File: src/rtl/stc_pkg.sv
// Shared types and codes for the 8-bit teaching CPU.
// Beat structs, command and opcode codes, memory and register port bundles.
// No dependencies.
package stc_pkg;

    localparam int MEM_BYTES = 256;
    localparam int NUM_REGS  = 16;

    typedef struct packed {
        logic [2:0] op;
        logic [7:0] addr;
        logic [3:0] reg_index;
        logic [7:0] data;
    } cmd_beat_t;

    typedef struct packed {
        logic [7:0]  read_data;
        logic [7:0]  pc_now;
        logic [1:0]  run_status;
        logic [15:0] last_instruction;
    } rsp_beat_t;

    localparam logic [2:0] OP_STEP  = 3'd0;
    localparam logic [2:0] OP_WMEM  = 3'd1;
    localparam logic [2:0] OP_RMEM  = 3'd2;
    localparam logic [2:0] OP_RESET = 3'd3;
    localparam logic [2:0] OP_RREG  = 3'd4;
    localparam logic [2:0] OP_WREG  = 3'd5;
    localparam logic [2:0] OP_WPC   = 3'd6;

    localparam logic [3:0] OPC_LOAD   = 4'h1;
    localparam logic [3:0] OPC_LOADI  = 4'h2;
    localparam logic [3:0] OPC_STORE  = 4'h3;
    localparam logic [3:0] OPC_MOVE   = 4'h4;
    localparam logic [3:0] OPC_ADD    = 4'h5;
    localparam logic [3:0] OPC_OR     = 4'h7;
    localparam logic [3:0] OPC_AND    = 4'h8;
    localparam logic [3:0] OPC_XOR    = 4'h9;
    localparam logic [3:0] OPC_ROT    = 4'hA;
    localparam logic [3:0] OPC_BRANCH = 4'hB;
    localparam logic [3:0] OPC_HALT   = 4'hC;

    localparam logic [1:0] ST_NORMAL = 2'd0;
    localparam logic [1:0] ST_HALTED = 2'd1;
    localparam logic [1:0] ST_ERROR  = 2'd2;

    typedef struct packed {
        logic       en;
        logic       we;
        logic [7:0] addr;
        logic [7:0] wdata;
    } mem_req_t;

    typedef struct packed {
        logic       clear;
        logic       we;
        logic [3:0] waddr;
        logic [7:0] wdata;
        logic       re;
        logic [3:0] raddr_a;
        logic [3:0] raddr_b;
    } regs_req_t;

endpackage

File: src/rtl/stc_mem.sv
// Main memory: single-port synchronous RAM with a registered read.
// Per-byte valid flags give all-zero contents after reset. Uses stc_pkg.
module stc_mem (
    input  logic              clk,
    input  logic              rst_n,
    input  stc_pkg::mem_req_t req,
    output logic [7:0]        rdata
);
    import stc_pkg::*;

    logic [7:0]           mem [MEM_BYTES];
    logic [MEM_BYTES-1:0] valid_reg;
    logic [7:0]           rdata_reg;
    logic                 rvalid_reg;

    always_ff @(posedge clk)
    begin
        if (req.en && req.we)
        begin
            mem[req.addr] <= req.wdata;
        end
        if (req.en && !req.we)
        begin
            rdata_reg <= mem[req.addr];
        end
    end

    always_ff @(posedge clk or negedge rst_n)
    begin
        if (!rst_n)
        begin
            valid_reg  <= '0;
            rvalid_reg <= 1'b0;
        end
        else if (req.en)
        begin
            if (req.we)
            begin
                valid_reg[req.addr] <= 1'b1;
            end
            else
            begin
                rvalid_reg <= valid_reg[req.addr];
            end
        end
    end

    assign rdata = rvalid_reg ? rdata_reg : 8'd0;

endmodule

File: src/rtl/stc_regs.sv
// Register file: 16 x 8, two registered read ports, one write port.
// Valid flags clear all entries at once; r0 is kept in a shadow copy. Uses stc_pkg.
module stc_regs (
    input  logic               clk,
    input  logic               rst_n,
    input  stc_pkg::regs_req_t req,
    output logic [7:0]         rdata_a,
    output logic [7:0]         rdata_b,
    output logic [7:0]         r0
);
    import stc_pkg::*;

    logic [7:0]          rf [NUM_REGS];
    logic [NUM_REGS-1:0] valid_reg;
    logic [7:0]          qa_reg;
    logic [7:0]          qb_reg;
    logic                va_reg;
    logic                vb_reg;
    logic [7:0]          r0_reg;

    always_ff @(posedge clk)
    begin
        if (req.we)
        begin
            rf[req.waddr] <= req.wdata;
        end
        if (req.re)
        begin
            qa_reg <= rf[req.raddr_a];
            qb_reg <= rf[req.raddr_b];
        end
    end

    always_ff @(posedge clk or negedge rst_n)
    begin
        if (!rst_n)
        begin
            valid_reg <= '0;
            va_reg    <= 1'b0;
            vb_reg    <= 1'b0;
            r0_reg    <= 8'd0;
        end
        else
        begin
            if (req.clear)
            begin
                valid_reg <= '0;
                r0_reg    <= 8'd0;
            end
            else if (req.we)
            begin
                valid_reg[req.waddr] <= 1'b1;
                if (req.waddr == 4'd0)
                begin
                    r0_reg <= req.wdata;
                end
            end
            if (req.re)
            begin
                va_reg <= valid_reg[req.raddr_a];
                vb_reg <= valid_reg[req.raddr_b];
            end
        end
    end

    assign rdata_a = va_reg ? qa_reg : 8'd0;
    assign rdata_b = vb_reg ? qb_reg : 8'd0;
    assign r0      = r0_reg;

endmodule

File: src/rtl/simple_8bit_teaching_cpu.sv
// Top level of the 8-bit teaching CPU: command sequencer, execute logic, output register.
// Depends on stc_pkg, stc_mem and stc_regs.
//
// A step beat goes through S_ISSUE, S_FETCH1, S_DECODE and S_EXEC: fetch of the high
// byte, fetch of the low byte, operand read, execute. All memory traffic shares the
// single port of main memory. Debug beats (memory and register access, reset, PC
// write) go through S_ISSUE and S_EXEC only. The next command beat is taken in the
// cycle a result is loaded into the output register; a result still waiting downstream
// stalls the execute stage, and with it the command input. Memory reads as zero after
// reset through per-byte valid flags, so no clearing pass is needed.
module simple_8bit_teaching_cpu (
    input  logic               clk,
    input  logic               rst_n,
    input  logic               cmd_valid,
    output logic               cmd_ready,
    input  stc_pkg::cmd_beat_t cmd,
    output logic               rsp_valid,
    input  logic               rsp_ready,
    output stc_pkg::rsp_beat_t rsp
);
    import stc_pkg::*;

    localparam logic [2:0] S_IDLE   = 3'd0;
    localparam logic [2:0] S_ISSUE  = 3'd1;
    localparam logic [2:0] S_FETCH1 = 3'd2;
    localparam logic [2:0] S_DECODE = 3'd3;
    localparam logic [2:0] S_EXEC   = 3'd4;

    logic [2:0]  state_reg, state_next;
    cmd_beat_t   cmd_reg;
    logic [7:0]  pc_reg, pc_next;
    logic [1:0]  status_reg, status_next;
    logic [15:0] ir_reg, ir_next;
    logic [7:0]  hi_reg;
    logic        out_valid_reg;
    rsp_beat_t   out_reg;

    mem_req_t    mem_req;
    logic [7:0]  mem_rdata;
    regs_req_t   regs_req;
    logic [7:0]  rdata_a, rdata_b, r0;

    logic        exec_go, accept, is_step;
    logic [3:0]  opc, dec_opc;
    logic [7:0]  xy;
    logic [7:0]  alu;
    logic [15:0] rot;
    logic        alu_we;
    rsp_beat_t   result;

    stc_mem u_mem (
        .clk   (clk),
        .rst_n (rst_n),
        .req   (mem_req),
        .rdata (mem_rdata)
    );

    stc_regs u_regs (
        .clk     (clk),
        .rst_n   (rst_n),
        .req     (regs_req),
        .rdata_a (rdata_a),
        .rdata_b (rdata_b),
        .r0      (r0)
    );

    assign exec_go   = (state_reg == S_EXEC) && (!out_valid_reg || rsp_ready);
    assign cmd_ready = (state_reg == S_IDLE) || exec_go;
    assign accept    = cmd_valid && cmd_ready;
    assign is_step   = (cmd_reg.op == OP_STEP);

    assign opc     = ir_reg[15:12];
    assign xy      = ir_reg[7:0];
    assign dec_opc = hi_reg[7:4];
    assign rot     = {rdata_a, rdata_a} >> ir_reg[2:0];

    always_comb
    begin
        state_next = state_reg;
        if (accept)
        begin
            state_next = S_ISSUE;
        end
        else
        begin
            unique case (state_reg)
                S_IDLE:   state_next = S_IDLE;
                S_ISSUE:  state_next = (cmd_reg.op == OP_STEP) ? S_FETCH1 : S_EXEC;
                S_FETCH1: state_next = S_DECODE;
                S_DECODE: state_next = S_EXEC;
                S_EXEC:   state_next = exec_go ? S_IDLE : S_EXEC;
                default:  state_next = S_IDLE;
            endcase
        end
    end

    // execute stage datapath
    always_comb
    begin
        alu         = 8'd0;
        alu_we      = 1'b0;
        pc_next     = pc_reg;
        status_next = status_reg;
        case (opc)
            OPC_LOAD:   begin alu = mem_rdata;           alu_we = 1'b1; end
            OPC_LOADI:  begin alu = xy;                  alu_we = 1'b1; end
            OPC_STORE:  begin end
            OPC_MOVE:   begin alu = rdata_a;             alu_we = 1'b1; end
            OPC_ADD:    begin alu = 8'(rdata_a + rdata_b); alu_we = 1'b1; end
            OPC_OR:     begin alu = rdata_a | rdata_b;   alu_we = 1'b1; end
            OPC_AND:    begin alu = rdata_a & rdata_b;   alu_we = 1'b1; end
            OPC_XOR:    begin alu = rdata_a ^ rdata_b;   alu_we = 1'b1; end
            OPC_ROT:    begin alu = rot[7:0];            alu_we = 1'b1; end
            OPC_BRANCH:
            begin
                if (rdata_a == r0)
                begin
                    pc_next = xy;
                end
            end
            OPC_HALT:   status_next = ST_HALTED;
            default:    status_next = ST_ERROR;
        endcase
    end

    always_comb
    begin
        result.last_instruction = ir_reg;
        if (is_step)
        begin
            result.read_data  = 8'd0;
            result.pc_now     = pc_next;
            result.run_status = status_next;
        end
        else
        begin
            result.pc_now     = pc_reg;
            result.run_status = status_reg;
            case (cmd_reg.op)
                OP_RMEM: result.read_data = mem_rdata;
                OP_RREG: result.read_data = rdata_a;
                default: result.read_data = 8'd0;
            endcase
        end
    end

    // memory and register port control
    always_comb
    begin
        mem_req  = '0;
        regs_req = '0;
        ir_next  = ir_reg;
        unique case (state_reg)
            S_IDLE:
            begin
            end
            S_ISSUE:
            begin
                unique case (cmd_reg.op)
                    OP_STEP:
                    begin
                        mem_req.en   = 1'b1;
                        mem_req.addr = pc_reg;
                    end
                    OP_WMEM:
                    begin
                        mem_req.en    = 1'b1;
                        mem_req.we    = 1'b1;
                        mem_req.addr  = cmd_reg.addr;
                        mem_req.wdata = cmd_reg.data;
                    end
                    OP_RMEM:
                    begin
                        mem_req.en   = 1'b1;
                        mem_req.addr = cmd_reg.addr;
                    end
                    OP_RESET: regs_req.clear = 1'b1;
                    OP_RREG:
                    begin
                        regs_req.re      = 1'b1;
                        regs_req.raddr_a = cmd_reg.reg_index;
                    end
                    OP_WREG:
                    begin
                        regs_req.we    = 1'b1;
                        regs_req.waddr = cmd_reg.reg_index;
                        regs_req.wdata = cmd_reg.data;
                    end
                    default:
                    begin
                    end
                endcase
            end
            S_FETCH1:
            begin
                mem_req.en   = 1'b1;
                mem_req.addr = 8'(pc_reg + 8'd1);
            end
            S_DECODE:
            begin
                ir_next          = {hi_reg, mem_rdata};
                regs_req.re      = 1'b1;
                regs_req.raddr_b = mem_rdata[3:0];
                case (dec_opc) inside
                    OPC_MOVE, OPC_ADD, OPC_OR, OPC_AND, OPC_XOR:
                        regs_req.raddr_a = mem_rdata[7:4];
                    default:
                        regs_req.raddr_a = hi_reg[3:0];
                endcase
                if (dec_opc == OPC_LOAD)
                begin
                    mem_req.en   = 1'b1;
                    mem_req.addr = mem_rdata;
                end
            end
            S_EXEC:
            begin
                if (exec_go && is_step)
                begin
                    if (opc == OPC_STORE)
                    begin
                        mem_req.en    = 1'b1;
                        mem_req.we    = 1'b1;
                        mem_req.addr  = xy;
                        mem_req.wdata = rdata_a;
                    end
                    regs_req.we    = alu_we;
                    regs_req.waddr = (opc == OPC_MOVE) ? ir_reg[3:0] : ir_reg[11:8];
                    regs_req.wdata = alu;
                end
            end
            default:
            begin
            end
        endcase
    end

    always_ff @(posedge clk or negedge rst_n)
    begin
        if (!rst_n)
        begin
            state_reg     <= S_IDLE;
            pc_reg        <= 8'd0;
            status_reg    <= ST_NORMAL;
            ir_reg        <= 16'd0;
            out_valid_reg <= 1'b0;
        end
        else
        begin
            state_reg <= state_next;
            ir_reg    <= ir_next;
            if (state_reg == S_ISSUE)
            begin
                if (cmd_reg.op == OP_RESET)
                begin
                    pc_reg     <= 8'd0;
                    status_reg <= ST_NORMAL;
                end
                else if (cmd_reg.op == OP_WPC)
                begin
                    pc_reg <= cmd_reg.data;
                end
            end
            else if (state_reg == S_DECODE)
            begin
                pc_reg <= 8'(pc_reg + 8'd2);
            end
            else if (exec_go && is_step)
            begin
                pc_reg     <= pc_next;
                status_reg <= status_next;
            end
            if (exec_go)
            begin
                out_valid_reg <= 1'b1;
            end
            else if (rsp_ready)
            begin
                out_valid_reg <= 1'b0;
            end
        end
    end

    always_ff @(posedge clk)
    begin
        if (accept)
        begin
            cmd_reg <= cmd;
        end
        if (state_reg == S_FETCH1)
        begin
            hi_reg <= mem_rdata;
        end
        if (exec_go)
        begin
            out_reg <= result;
        end
    end

    assign rsp_valid = out_valid_reg;
    assign rsp       = out_reg;

endmodule

File: config.mk
export PLATFORM = sky130hd
export DESIGN_NAME = simple_8bit_teaching_cpu
export DESIGN_NICKNAME = d
export VERILOG_FILES = /design/src/rtl/stc_pkg.sv /design/src/rtl/stc_mem.sv /design/src/rtl/stc_regs.sv /design/src/rtl/simple_8bit_teaching_cpu.sv
export SDC_FILE = /design/constraint.sdc
export NUM_CORES = 2
export LEC_CHECK = 0
export BUFFER_PORTS_ARGS = -buffer_cell sky130_fd_sc_hd__buf_2
export CORE_MARGIN = 2
export CORE_UTILIZATION = 51
export DETAILED_ROUTE_END_ITERATION = 10
export PLACE_DENSITY_LB_ADDON = 0.1
export RECOVER_POWER = 100
export SYNTH_ARGS = -nofsm -noshare
export SYNTH_HDL_FRONTEND = slang
export SYNTH_SLANG_ARGS = --single-unit
File: constraint.sdc
create_clock -name clk -period 14.4 [get_ports clk]
set_input_delay 1.44 -clock clk [delete_from_list [all_inputs] [get_ports clk]]
set_output_delay 1.44 -clock clk [all_outputs]
set_load 0.005 [all_outputs]
After elaboration in Yosys (flattened, before gate mapping)
Memory sizes are Yosys's and may differ from the RTL's. A register that Yosys moved wholly into a read port is not among the register bits.
Index checks and enable logic that the tools add are counted.
W data, S select, Z words.

storage, ports and cells
  register bits after elaboration = 378
  RAM bits = 2176
  input port bits = 27
  output and inout bits = 36
  logic and storage cells = 164
  memories kept = 2

operators by class
  $add $sub $neg = 3
  order comparisons = 6
  eq/ne operators = 31
  shift-type cells = 1
  muxes and demuxes = 66
  bitwise operators = 6
  reductions and logical operators = 29

memories
  name       depth  bits a word  read ports  clocked after memory_dff  write ports  line            RTL
  u_mem.mem  256    8            1           1                         1            stc_mem.sv:11   logic [7:0] mem [MEM_BYTES];
  u_regs.rf  16     8            2           2                         1            stc_regs.sv:13  logic [7:0] rf [NUM_REGS];

operators with widths
  operator              number
  $or A256 B256 Y256    1
  $mux W8               15
  $pmux W8 S8           1
  $pmux W8 S2           3
  $mux W18              2
  $mux W16              2
  $pmux W8 S4           1
  $eq A4 B4 Y1 const B  7
  $mux W13              2
  $pmux W13 S2          1
  $eq A4 B3 Y1 const B  6
  $mux W1               17
  $or A16 B16 Y16       1
  $shr A16 B3 Y8        1
  $lt A4 B5 Y1 const B  3
  $eq A3 B2 Y1 const B  4
  $eq A3 B3 Y1 const B  4
  $mux W4               3
  $pmux W3 S4           1
  $mux W10              1
  $pmux W5 S2           1
  $reduce_or A10 Y1     1
  $lt A8 B9 Y1 const B  1
  $mux W3               3
  38 further kinds      60

Depth between registers and ports, before layout
  word-level depth = 13
  depth in mapped cells = 18
  mapped depth without buffers = 14

Modules after synthesis
Synthesis repeated with hierarchy kept, for this count alone.

second synthesis, totals
  cells, all modules = 5153
  area, all modules = 103549.3 sq um

by module, submodules not included
  module                    instances  cells each  area each (sq um)  sequential area each (sq um)
  stc_mem                   1          4184        89554.6            68170.4
  stc_regs                  1          377         7870.0             4974.8
  simple_8bit_teaching_cpu  1          592         6124.6             2702.6

Worst setup path before layout
OpenSTA, ideal clock, no wires.

  path kind = input to register
  from = input port rsp_ready
  to = memory u_mem.mem[0][1] (data pin)
  setup time = 2190 ps
  data arrival time = 12005 ps
  data required time = 12210 ps
  slack = 205 ps
  stages = 4
  buffers on the path = 0
  cells stage by stage = nor2b_1 nor3_4 nand2_1 o21ai_0

RTL lines
  element          line                            RTL
  start, declared  simple_8bit_teaching_cpu.sv:18  input logic rsp_ready,
  end, declared    stc_mem.sv:11

Final worst setup path
  from = register cmd_reg[20] (netlist name)
  to = register u_mem.rdata_reg[7], read port of u_mem.mem (data pin)

between the ends
  word-level cells in the longest chain between the ends = 6
  elaborated cells on any way between the ends = 15
  classes of those cells = 2 x eq/ne; 7 x mux; 6 x reduce/logical

RTL lines
  element                                                              line                             RTL
  start, declared                                                      simple_8bit_teaching_cpu.sv:30   cmd_beat_t cmd_reg;
  start signal, assigned                                               simple_8bit_teaching_cpu.sv:288  cmd_reg <= cmd;
  parallel branches: the longest is 6 deep, another holds $pmux W1 S4  n/a
  end, declared                                                        stc_mem.sv:13                    logic [7:0] rdata_reg;

Parallel ways; which one is timed is not known.
A chain may end at the register's enable or synchronous reset.

==> qor.txt <==
Power Density -> 170 nW/um2
post-CTS setup buffers -> 0
post-route setup slack -> 4.18 ns
synth top area cells -> edfxtp_1, dfrtp_1, a222oi_1
ys flop type -> edfxtp_1
Hold EP -> u_mem.valid_reg[255]
Ys Warns -> 0
Synth area leader -> edfxtp_1
skew final -> 0.0483 ns
dpl cells -> 8852
Netlist cell types -> 94
CP endpoint kind -> flip-flop
Layout Area Growth over Synthesis -> 11.4%
status -> finished with violations
R2R depth -> 14
Post-Synthesis Cells -> 6567
Post-Layout Cell Count -> 9348
CTS clk-pin slew, worst paths -> 0.06 ns
static leakage -> 36.3 nW
drt first pass iters -> 11
share of layout cells above drive strength 1 -> 12.1%
fin crit period -> 10.22 ns
GP Congestion -> 0.914
setup TNS -> 0 ns
Reg-to-Reg End -> u_mem.rdata_reg[7]
RSZ-0062 raised after global routing -> no
Max clock buf depth -> 4
Commonest cells post-synth -> edfxtp_1, nand2_1, a21oi_1
Die Y -> 445 um
Filler cells -> 15300
top layer in use -> met5
CTS Sinks -> 2578
# nets final -> 6640
Worst-Skew Late Latency -> 0.94 ns
post-DR vias/cell -> 6.69
final wirelength -> 303000 um
DR WL met3 -> 31800 um
hold wc startpoint -> u_mem.valid_reg[255]
GRT overflow -> 0
CP Max Fanout -> 50
Hold Fails Final Rpt -> 0
largest net degree at the start of global routing -> 208
CP Data Arrival Time -> 10.92 ns
# port buffers -> 62
register area share after synthesis -> 76.3%
vias in the first global route -> 60000
worst slack, placed -> 7.42 ns
worst hold path stage count -> 1
Initial Util -> 51.1%
Detail Route Antenna Nets -> 0
H-Tree Depth -> 5
Synth async-reset ratio -> 12.1%
first-pass GRT wire length -> 435000 um
row count -> 162
final setup fails -> 0
Worst Max-Slew Pin Slew -> 5.76 ns
antenna violations before repair -> 6
hold buffers post-CTS -> 0
worst hold slack -> 0.466 ns
Multi-input gate area -> 21600 um2
worst min path class -> flip-flop to flip-flop
total core area -> 194000 um2
M1 WL -> 120000 um
Total Routing Usage GR -> 30.2%
RR Startpoint -> cmd_reg[20]
max FFs per register -> 2048
CTS Buf Count -> 283
CTS tree -> done
DIE AREA -> 198000 um2
FF-to-FF setup slack -> 4.18 ns
1st-iter DRT viols -> 10800
Die W -> 445 um
#FFs+latches synth -> 2578
WS Path Type -> flip-flop to flip-flop
Worst setup SP type -> flip-flop
Resized Gates After CTS -> 0
Post-DP HPWL -> 174000 um
Post-synth EDFFs -> 2265
max-cap violations -> 45
drt wl/cell -> 32.5 um
Final Cycle Share -> 71.0%
Clock Tree Root -> clkbuf_16
Mean Syn Cell Area -> 15.1 um2
total number of vias -> 62500
met2 wire len -> 141000 um
# IOs -> 63
Seq. cell area -> 75800 um2
CP required -> 15.10 ns
FMAX -> 97.9 MHz
post-synth top area share -> 68.4%
maximum vdd drop -> 0.146 mV
Final Max Slew Viols -> 1960
failing checks -> design-rule violations, max-capacitance violations, max-slew violations
Overall Power -> 18.9 mW
Slew headroom -> -284%
most frequent cell after synthesis -> edfxtp_1
net count after synthesis -> 6612
Remaining DRCs -> 8
synthesized area -> 99400 um2
-- placed cells by master, fill, tap and decap left out, drive strengths merged, types with 27 or more instances in the layout --
master / count
dfrtp: 313
and2: 49
nor3: 31
inv: 27
nor4: 123
mux2i: 40
a222oi: 554
buf: 123
o21ai: 131
nand2: 801
nor2: 341
edfxtp: 2265
or2: 263
a21oi: 569
o22ai: 56
clkbuf: 508
nand3: 49
a211oi: 52
a22oi: 61
clkinv: 60
-- through the flow --
step,instance area (um2),util (%)
3_5_place_dp,103000,52.7
2_1_floorplan,99400,-
5_1_grt,111000,57.0
3_3_place_gp,102000,52.7
4_1_cts,111000,57.2
6_report,111000,57.0
-- cell families after synthesis --
| group | count (synthesis) | share of synthesized area, % |
|---|---|---|
| buffers and inverters | 500 | 2.22 |
| AND/OR/NAND/NOR | 1718 | 7.96 |
| adder cells (fa/ha/maj) | 18 | 0.227 |
| AO/OA/AOI/OAI | 1662 | 12.3 |
| flip-flops | 2578 | 76.3 |
| XOR/XNOR | 25 | 0.220 |
| multiplexers | 66 | 0.731 |
-- cell type report --
type                    count  share of cell area, %
well taps                2542                   2.87
diodes                      3                0.00678
multi-input cells        3489                   19.5
inverters                  28                 0.0960
repair buffers            215                   1.22
flip-flops and latches   2578                   68.5
clock inverters            77                  0.603
clock buffers             416                   7.26
-- power by group --
group,switching (mW),internal (mW)
clock,2.83,4.06
sequential,0.174,8.31
combinational,2.49,1.00
-- worst max-delay path: stages (launching register included) --
cell and delay (ns):
edfxtp_1 0.83, or3_1 0.69, nor3_1 0.82, nand3_1 0.31, a211oi_1 0.39, clkbuf_1 2.27, clkbuf_1 1.72, clkbuf_1 1.09
a22oi_1 0.28, nor2_1 0.20, a221oi_1 0.07, nor4bb_1 0.20, o22ai_1 0.36, nor2_1 0.30, nor4_1 0.38
-- metal layers --
| metal | vias to the layer above | global-route usage (%) |
|---|---|---|
| met2 | 3732 | 46.7 |
| met5 | - | 0 |
| met3 | 565 | 6.40 |
| li1 | 26200 | - |
| met4 | 4 | 10.7 |
| met1 | 32000 | 42.6 |
-- worst max path at each step --
stage	depth (start not counted)	startpoint	slack, ns	to
2_1_floorplan	4	rsp_ready	0.21	u_mem.mem[0][1]
3_5_place_dp	15	rsp_ready	7.42	u_mem.rdata_reg[0]
3_3_place_gp	15	rsp_ready	7.44	u_mem.rdata_reg[0]
4_1_cts	13	cmd_reg[20]	7.60	u_mem.rdata_reg[0]
5_1_grt	14	cmd_reg[20]	3.74	u_mem.rdata_reg[7]
6_report	14	cmd_reg[20]	4.18	u_mem.rdata_reg[7]
No activity file was read; power rests on OpenSTA's default activity.
